--- src/sv/wfs_pkg.sv ---
package wfs_pkg;

  localparam int MaxWindow = 64;
  localparam int SlotW     = (MaxWindow > 1) ? $clog2(MaxWindow) : 1;
  localparam int FillW     = $clog2(MaxWindow + 1);
  localparam int CfgW      = 7;
  localparam int HashW     = 32;
  localparam int PosW      = 32;

  typedef struct packed {
    logic signed [HashW-1:0] hash;
    logic                    last;
  } wfs_in_t;

  typedef struct packed {
    logic signed [HashW-1:0] fingerprint_hash;
    logic [PosW-1:0]         fingerprint_position;
  } wfs_out_t;

  typedef struct packed {
    logic lt;
    logic eq;
  } wfs_cmp_t;

  function automatic logic [FillW-1:0] eff_window(input logic [CfgW-1:0] ws);
    logic [FillW-1:0] w;
    if (ws == '0) begin
      w = FillW'(1);
    end else if (int'(ws) > MaxWindow) begin
      w = FillW'(MaxWindow);
    end else begin
      w = FillW'(ws);
    end
    return w;
  endfunction

endpackage

--- src/sv/wfs_ram.sv ---
module wfs_ram #(
  parameter int Width = 32,
  parameter int Depth = 64
) (
  input  logic                             clk_i,
  input  logic                             we_i,
  input  logic [$clog2(Depth > 1 ? Depth : 2)-1:0] waddr_i,
  input  logic [Width-1:0]                 wdata_i,
  input  logic                             re_i,
  input  logic [$clog2(Depth > 1 ? Depth : 2)-1:0] raddr_i,
  output logic [Width-1:0]                 rdata_o
);

  logic [Width-1:0] mem_q [Depth];
  logic [Width-1:0] rdata_q;

  always_ff @(posedge clk_i) begin
    if (we_i) begin
      mem_q[waddr_i] <= wdata_i;
    end
    if (re_i) begin
      rdata_q <= mem_q[raddr_i];
    end
  end

  assign rdata_o = rdata_q;

endmodule

--- src/sv/wfs_cmp_unit.sv ---
module wfs_cmp_unit (
  input  logic signed [wfs_pkg::HashW-1:0] a_i,
  input  logic signed [wfs_pkg::HashW-1:0] b_i,
  output wfs_pkg::wfs_cmp_t                res_o
);

  assign res_o.lt = (a_i < b_i);
  assign res_o.eq = (a_i == b_i);

endmodule

--- src/sv/winnowing_fingerprint_selector_core.sv ---
// Winnowing fingerprint selector: sliding-window minimum over a hash stream.
// Input channel (in_valid_i/in_ready_o, in_data_i): one hash item, with last
// marking the end of a stream. Output channel (out_valid_o/out_ready_i,
// out_data_o): zero or one fingerprint per input item, with its 1-based
// stream position.
// For most items the result appears in the output register the cycle after
// acceptance. An item that pushes the current minimum out of the window
// starts a rescan of the older ring memory entries, newest to oldest, each
// in StRead then StCmp (registered RAM read, then compare).
// One comparator is shared by the insert and the rescan steps.
// in_ready_o is low during a rescan and while an unread result is stalled
// by the receiver; a waiting result holds its value until taken.
// Reset leaves the window size at 4 and the stream empty; a cfg write sets
// the window size and empties the stream. The ring memory is not cleared:
// only entries written in the current stream are read.
module winnowing_fingerprint_selector_core (
  input  logic                      clk_i,
  input  logic                      rst_ni,
  input  logic                      cfg_we_i,
  input  logic [wfs_pkg::CfgW-1:0]  cfg_wdata_i,
  input  logic                      in_valid_i,
  output logic                      in_ready_o,
  input  wfs_pkg::wfs_in_t          in_data_i,
  output logic                      out_valid_o,
  input  logic                      out_ready_i,
  output wfs_pkg::wfs_out_t         out_data_o
);

  localparam logic [1:0] StIdle = 2'd0;
  localparam logic [1:0] StRead = 2'd1;
  localparam logic [1:0] StCmp  = 2'd2;

  localparam int SlotW = wfs_pkg::SlotW;
  localparam int FillW = wfs_pkg::FillW;
  localparam int PosW  = wfs_pkg::PosW;
  localparam int HashW = wfs_pkg::HashW;

  logic [1:0]              state_q, state_d;
  logic [wfs_pkg::CfgW-1:0] ws_q, ws_d;
  logic [SlotW-1:0]        newest_q, newest_d;
  logic [SlotW-1:0]        min_slot_q, min_slot_d;
  logic [PosW-1:0]         min_pos_q, min_pos_d;
  logic signed [HashW-1:0] min_hash_q, min_hash_d;
  logic [FillW-1:0]        fill_q, fill_d;
  logic [PosW-1:0]         items_q, items_d;
  logic [SlotW-1:0]        scan_slot_q, scan_slot_d;
  logic [SlotW-1:0]        scan_age_q, scan_age_d;
  logic [SlotW-1:0]        best_age_q, best_age_d;
  logic                    last_q, last_d;
  logic                    out_valid_q, out_valid_d;
  wfs_pkg::wfs_out_t       out_data_q, out_data_d;

  logic [FillW-1:0]        w_eff;
  logic [SlotW-1:0]        w_m1;
  logic                    accept;
  logic [PosW-1:0]         items_nx;
  logic [SlotW-1:0]        slot;
  logic                    in_fill;
  logic                    ram_we;
  logic                    ram_re;
  logic signed [HashW-1:0] ram_rdata;
  logic signed [HashW-1:0] cmp_a;
  wfs_pkg::wfs_cmp_t       cmp_res;
  logic                    emit;
  logic                    clear;
  logic [SlotW-1:0]        age_fin;

  assign w_eff    = wfs_pkg::eff_window(ws_q);
  assign w_m1     = SlotW'(w_eff - FillW'(1));
  assign in_ready_o = (state_q == StIdle) && (!out_valid_q || out_ready_i);
  assign accept   = in_valid_i && in_ready_o;
  assign items_nx = (items_q == '1) ? items_q : items_q + PosW'(1);
  assign in_fill  = (fill_q < w_eff);
  assign slot     = in_fill ? fill_q[SlotW-1:0]
                            : ((newest_q == w_m1) ? '0 : newest_q + SlotW'(1));
  assign ram_we   = accept;
  assign ram_re   = (state_q == StRead);
  assign cmp_a    = (state_q == StCmp) ? ram_rdata : in_data_i.hash;

  wfs_ram #(
    .Width (HashW),
    .Depth (wfs_pkg::MaxWindow)
  ) u_ring (
    .clk_i   (clk_i),
    .we_i    (ram_we),
    .waddr_i (slot),
    .wdata_i (in_data_i.hash),
    .re_i    (ram_re),
    .raddr_i (scan_slot_q),
    .rdata_o (ram_rdata)
  );

  wfs_cmp_unit u_cmp (
    .a_i   (cmp_a),
    .b_i   (min_hash_q),
    .res_o (cmp_res)
  );

  always_comb begin
    state_d     = state_q;
    ws_d        = ws_q;
    newest_d    = newest_q;
    min_slot_d  = min_slot_q;
    min_pos_d   = min_pos_q;
    min_hash_d  = min_hash_q;
    fill_d      = fill_q;
    items_d     = items_q;
    scan_slot_d = scan_slot_q;
    scan_age_d  = scan_age_q;
    best_age_d  = best_age_q;
    last_d      = last_q;
    emit        = 1'b0;
    clear       = 1'b0;
    age_fin     = best_age_q;

    unique case (state_q)
      StIdle: begin
        if (accept) begin
          items_d  = items_nx;
          newest_d = slot;
          clear    = in_data_i.last;
          if (in_fill) begin
            if (fill_q == '0 || cmp_res.lt || cmp_res.eq) begin
              min_slot_d = slot;
              min_pos_d  = items_nx;
              min_hash_d = in_data_i.hash;
            end
            fill_d = fill_q + FillW'(1);
            emit   = (fill_d == w_eff) || in_data_i.last;
          end else if (min_slot_q == slot) begin
            min_slot_d = slot;
            min_hash_d = in_data_i.hash;
            min_pos_d  = items_nx;
            if (w_m1 == '0) begin
              emit = 1'b1;
            end else begin
              // minimum left the window: rescan older entries
              clear       = 1'b0;
              best_age_d  = '0;
              scan_slot_d = (slot == '0) ? w_m1 : slot - SlotW'(1);
              scan_age_d  = SlotW'(1);
              last_d      = in_data_i.last;
              state_d     = StRead;
            end
          end else if (cmp_res.lt) begin
            min_slot_d = slot;
            min_pos_d  = items_nx;
            min_hash_d = in_data_i.hash;
            emit       = 1'b1;
          end
        end
      end
      StRead: begin
        state_d = StCmp;
      end
      StCmp: begin
        if (cmp_res.lt) begin
          min_hash_d = ram_rdata;
          min_slot_d = scan_slot_q;
          best_age_d = scan_age_q;
          age_fin    = scan_age_q;
        end
        if (scan_age_q == w_m1) begin
          min_pos_d = items_q - PosW'(age_fin);
          emit      = 1'b1;
          clear     = last_q;
          state_d   = StIdle;
        end else begin
          scan_slot_d = (scan_slot_q == '0) ? w_m1 : scan_slot_q - SlotW'(1);
          scan_age_d  = scan_age_q + SlotW'(1);
          state_d     = StRead;
        end
      end
      default: begin
        state_d = StIdle;
      end
    endcase

    if (cfg_we_i) begin
      ws_d  = cfg_wdata_i;
      clear = 1'b1;
    end
  end

  always_comb begin
    out_valid_d = out_valid_q && !out_ready_i;
    out_data_d  = out_data_q;
    if (emit) begin
      out_valid_d                     = 1'b1;
      out_data_d.fingerprint_hash     = min_hash_d;
      out_data_d.fingerprint_position = min_pos_d;
    end
  end

  always_ff @(posedge clk_i or negedge rst_ni) begin
    if (!rst_ni) begin
      state_q     <= StIdle;
      ws_q        <= wfs_pkg::CfgW'(4);
      newest_q    <= '0;
      min_slot_q  <= '0;
      min_pos_q   <= '0;
      fill_q      <= '0;
      items_q     <= '0;
      out_valid_q <= 1'b0;
    end else begin
      state_q     <= state_d;
      ws_q        <= ws_d;
      out_valid_q <= out_valid_d;
      if (clear) begin
        newest_q   <= '0;
        min_slot_q <= '0;
        min_pos_q  <= '0;
        fill_q     <= '0;
        items_q    <= '0;
      end else begin
        newest_q   <= newest_d;
        min_slot_q <= min_slot_d;
        min_pos_q  <= min_pos_d;
        fill_q     <= fill_d;
        items_q    <= items_d;
      end
    end
  end

  always_ff @(posedge clk_i) begin
    min_hash_q  <= min_hash_d;
    scan_slot_q <= scan_slot_d;
    scan_age_q  <= scan_age_d;
    best_age_q  <= best_age_d;
    last_q      <= last_d;
    out_data_q  <= out_data_d;
  end

  assign out_valid_o = out_valid_q;
  assign out_data_o  = out_data_q;

endmodule

--- config.mk ---
export PLATFORM = sky130hd
export DESIGN_NAME = winnowing_fingerprint_selector_core
export DESIGN_NICKNAME = d
export VERILOG_FILES = /design/src/sv/wfs_pkg.sv /design/src/sv/wfs_ram.sv /design/src/sv/wfs_cmp_unit.sv /design/src/sv/winnowing_fingerprint_selector_core.sv
export SDC_FILE = /design/constraint.sdc
export NUM_CORES = 2
export LEC_CHECK = 0
export BUFFER_PORTS_ARGS = -buffer_cell sky130_fd_sc_hd__buf_2
export CORE_ASPECT_RATIO = 0.8
export CORE_MARGIN = 2
export CORE_UTILIZATION = 45
export DETAILED_ROUTE_END_ITERATION = 12
export GPL_TIMING_DRIVEN = 0
export PLACE_DENSITY = 0.6
export SLEW_MARGIN = 20
export SYNTH_ARGS = -nofsm -noshare
export SYNTH_HDL_FRONTEND = slang
export SYNTH_SLANG_ARGS = --single-unit
--- constraint.sdc ---
create_clock -name clk_i -period 20.3 [get_ports clk_i]
set_input_delay 4.06 -clock clk_i [delete_from_list [all_inputs] [get_ports clk_i]]
set_output_delay 4.06 -clock clk_i [all_outputs]
set_load 0.01 [all_outputs]
==> results.json <==
{
  "yosys_register_bits": 2288,
  "io_buffer_count": 109,
  "worst-r2r-cell-count": 28,
  "detailed_place_hpwl_mm": 174.8,
  "timing.setup.critical_path_class": "in -> reg",
  "tritoncts_clock_tree": "done",
  "worst_path_max_delay_cell": "sky130_fd_sc_hd__nor3b_1",
  "cp_top_family": "simple AND/OR/NAND/NOR gates",
  "clock-root-buffer": "sky130_fd_sc_hd__clkbuf_16",
  "yosysTopAreaCellShare": 0.7091,
  "globalplace.congestion": 0.9409,
  "leakage_uw": 0.03445,
  "synth_common_cells": "sky130_fd_sc_hd__edfxtp_1 (2163), sky130_fd_sc_hd__mux4_2 (636), sky130_fd_sc_hd__nand2_1 (315)",
  "final_antenna_net_count": 0,
  "reg2reg_from": "state_q[1]",
  "tritoncts.num_buffers": 217,
  "holdCritPathClass": "reg -> reg",
  "synthesis.area_per_instance_sq_um": 19.98,
  "max_cap_check_violation_count": 0,
  "timing.final.crit_share": 0.5335,
  "drt_pass1_iterations": 6,
  "drc": 0,
  "start_util": 0.4517,
  "yosys_most_used_dff": "sky130_fd_sc_hd__edfxtp_1",
  "ctsResizeCount": 0,
  "die_area_sq_um": 207200,
  "cts_post_setup_buffers_inserted": 0,
  "setup_repair_after_global_routing_missed_its_margin": "false",
  "drt-vias-per-instance": 6.085,
  "netlist_area_sq_um": 91600,
  "synthesis.yosys.warnings": 0,
  "ctsLongestPathBuffers": 3,
  "drv_slew": 0,
  "insertion_delay_ns": 0.85,
  "p_int_uw": 8020,
  "setup-violations-final": 0,
  "grt_antenna_before_repair": 20,
  "finalWorstPathRequiredPeriod_ns": 10.83,
  "startpoint_kind_of_the_worst_setup_timing_path": "input port",
  "finalClockSkew_ns": 0.04326,
  "tightestPinTransition_ns": 1.186,
  "detail_route.wirelength_mm": 255.6,
  "max-slew-margin-rel": 0.2094,
  "regToRegSetupSlack_ns": 11.22,
  "hold_vio_cnt_final": 0,
  "largest_incremental_delay_on_the_critical_path_ns": 0.72,
  "edff_count_synth": 2163,
  "power.switching_uw": 2771,
  "worstSetupEndpoint": "out_data_o[29]",
  "dr_iter_0_viols": 6914,
  "finalNetCount": 5153,
  "path_buf_inv": 2,
  "synth_async_sr_flop_share": 0.04065,
  "yosysSeqAreaShare": 0.7415,
  "horiz_die_dim_um": 508.4,
  "crit_path_start": "in_data_i[18]",
  "yosys-top-cells-area": "sky130_fd_sc_hd__edfxtp_1 (71%), sky130_fd_sc_hd__mux4_2 (16%), sky130_fd_sc_hd__dfrtp_1 (2.5%), sky130_fd_sc_hd__nand2_1 (1.3%), sky130_fd_sc_hd__nor2_1 (0.93%)",
  "worstPathRequired_ns": 20.85,
  "switching_share": 0.2568,
  "timing.critical_path.mode_cell": "sky130_fd_sc_hd__nand2_1",
  "synth_unique_cells": 86,
  "grt.overflow.total": 0,
  "first_global_vias": 46929,
  "global_route.usage.total": 0.2467,
  "timing.rr.end": "out_data_o[29]",
  "power.combinational.fraction": 0.120,
  "global_route_wire_length_before_repair_mm": 359.6,
  "clock-sinks": 2288,
  "area.growth.synth_to_final_pct": 16.04,
  "crit_path_end_kind": "flop",
  "peakVddDrop_v": 0.00009242,
  "yosysMostFrequentCell": "sky130_fd_sc_hd__edfxtp_1",
  "cts.hold.buffers_added": 0,
  "critPathArrivalTime_ns": 11.38,
  "grt_max_degree": 67,
  "fmax_mhz": 92.33,
  "stdcell_count": 7940,
  "synth_nets": 4686,
  "drive_above_1_share": 0.2627,
  "wl_per_cell_um": 32.19,
  "finalSetupTns_ns": 0,
  "timing.final.ws_setup_ns": 9.470,
  "cts_max_level": 4,
  "power_frac_seq": 0.501,
  "yosys.area.top_type": "sky130_fd_sc_hd__edfxtp_1",
  "rows": 148,
  "fp.dieH_um": 407.5,
  "result_of_the_run": "completed",
  "core_area_sq_um": 202800,
  "pwr_density_cell_nw_per_um2": 101.5,
  "numPlacedInstances": 7530,
  "io_pins": 111,
  "synth_cells": 4584,
  "pre_cts_ws_ns": 8.702,
  "critical_path_cell_count": 25,
  "vias": 48312,
  "critical_path_peak_fanout": 66,
  "path_clk_slew_ns": 0.06,
  "power.clock.fraction": 0.379
}
## kinds of logic (layout without fill, tap and decap cells)
| group | count (synthesis) | count (layout) | share of synthesized area |
|---|---|---|---|
| DFF | 2288 | 2288 | 0.7415 |
| and+or+nand+nor | 788 | 788 | 0.03822 |
| muxes | 716 | 716 | 0.1654 |
| buffers and inverters | 316 | 967 | 0.01320 |
| AOI/OAI and AO/OA | 298 | 298 | 0.02195 |
| xor gates and xnor gates | 121 | 121 | 0.01182 |
| adders and majority gates | 57 | 57 | 0.007868 |
| other | 0 | 5 | 0 |
## worst reg2reg max path: cells and delay by family (launching register included)
kind,cells,cell delay (ns)
buffers and inverters,4,2.08
adders and majority gates,2,0.50
and+or+nand+nor,13,3.75
AOI/OAI and AO/OA,7,1.54
DFF,1,0.51
xor gates and xnor gates,1,0.14
muxes,1,0.25
## per-layer routing
layer / share of wire / global-route usage / routed length (um) / up-vias
li1: - / - / - / 19679
met1: 0.44 / 0.3850 / 111400 / 25852
met2: 0.44 / 0.3515 / 111400 / 2424
met3: 0.10 / 0.05624 / 26240 / 349
met4: 0.025 / 0.06161 / 6410 / 8
met5: 0.00022 / 0 / 55 / -
## power groups by stage
stage / sequential (uW) / combinational [uW] / clock (uW)
6_report: 5410 / 1290 / 4090
2_1_floorplan: 5500 / 689 / 0
5_1_grt: 5420 / 1390 / 4340
4_1_cts: 5410 / 1280 / 4150
3_5_place_dp: 5510 / 1280 / 0
3_3_place_gp: 5520 / 1240 / 0
## cells in the final DEF, fill, tap and decap left out, types with 12 or more instances in the layout
cell type,count
sky130_fd_sc_hd__clkinv_1,40
sky130_fd_sc_hd__nand4_1,15
sky130_fd_sc_hd__a21oi_1,84
sky130_fd_sc_hd__dfrtp_1,92
sky130_fd_sc_hd__clkbuf_16,220
sky130_fd_sc_hd__o22ai_1,18
sky130_fd_sc_hd__clkbuf_1,186
sky130_fd_sc_hd__nor2b_1,13
sky130_fd_sc_hd__bufinv_16,22
sky130_fd_sc_hd__nand3_1,74
sky130_fd_sc_hd__mux2_2,23
sky130_fd_sc_hd__ha_1,56
sky130_fd_sc_hd__clkinv_2,44
sky130_fd_sc_hd__o21ai_0,52
sky130_fd_sc_hd__buf_2,116
sky130_fd_sc_hd__buf_16,69
sky130_fd_sc_hd__nor2_1,165
sky130_fd_sc_hd__nor3_1,34
sky130_fd_sc_hd__o221ai_1,14
sky130_fd_sc_hd__buf_1,47
sky130_fd_sc_hd__or3_1,12
sky130_fd_sc_hd__edfxtp_1,2163
sky130_fd_sc_hd__dfxtp_1,32
sky130_fd_sc_hd__buf_12,43
sky130_fd_sc_hd__mux4_2,636
sky130_fd_sc_hd__mux2i_1,57
sky130_fd_sc_hd__a21o_1,15
sky130_fd_sc_hd__inv_1,68
sky130_fd_sc_hd__buf_4,42
sky130_fd_sc_hd__clkbuf_2,24
sky130_fd_sc_hd__and2_1,25
sky130_fd_sc_hd__nor2_4,63
sky130_fd_sc_hd__a211oi_1,20
sky130_fd_sc_hd__xnor2_1,71
sky130_fd_sc_hd__xor2_1,47
sky130_fd_sc_hd__clkinvlp_4,13
sky130_fd_sc_hd__and3_1,12
sky130_fd_sc_hd__nand2_1,315
## stage by stage
step	hold slack, ns	instance area (sq um)	power, uW	util
global route	0.5358	106300	11140	0.5241
detailed placement	0.4848	99060	6787	0.4885
finish	0.5017	106300	10790	0.5242
floorplan	0.4551	91600	6189	-
CTS	0.5019	106200	10840	0.5238
global placement	0.4839	95520	6759	0.4711
## final cells by class
class | count | area (sq um)
fill | 15768 | 96480
sequential | 2288 | 67920
multi-input combinational | 1980 | 22960
clock buffer | 268 | 5766
timing repair buffer | 248 | 3606
tap | 2700 | 3378
clock inverter | 135 | 1380
buffer | 247 | 999.7
inverter | 69 | 259.0
antenna | 5 | 12.51
## worst min path at each step
stage | start | endpoint | slack (ns) | depth (start not counted)
2_1_floorplan | min_hash_q[10] | min_hash_q[10] | 0.46 | 2
3_3_place_gp | min_hash_q[13] | min_hash_q[13] | 0.48 | 2
3_5_place_dp | min_hash_q[13] | min_hash_q[13] | 0.48 | 2
4_1_cts | min_hash_q[13] | min_hash_q[13] | 0.50 | 2
5_1_grt | min_hash_q[6] | min_hash_q[6] | 0.54 | 2
6_report | min_hash_q[13] | min_hash_q[13] | 0.50 | 2
## registers in the layout, indices dropped and copies added (netlist names), 7 cells and up
name / count
u_ring.mem_q: 2048
out_data_o: 64
items_q: 32
min_hash_q: 32
min_pos_q: 32
u_ring.rdata_o: 32
fill_q: 7
ws_q: 7
Power figures use the tool's default switching activity.
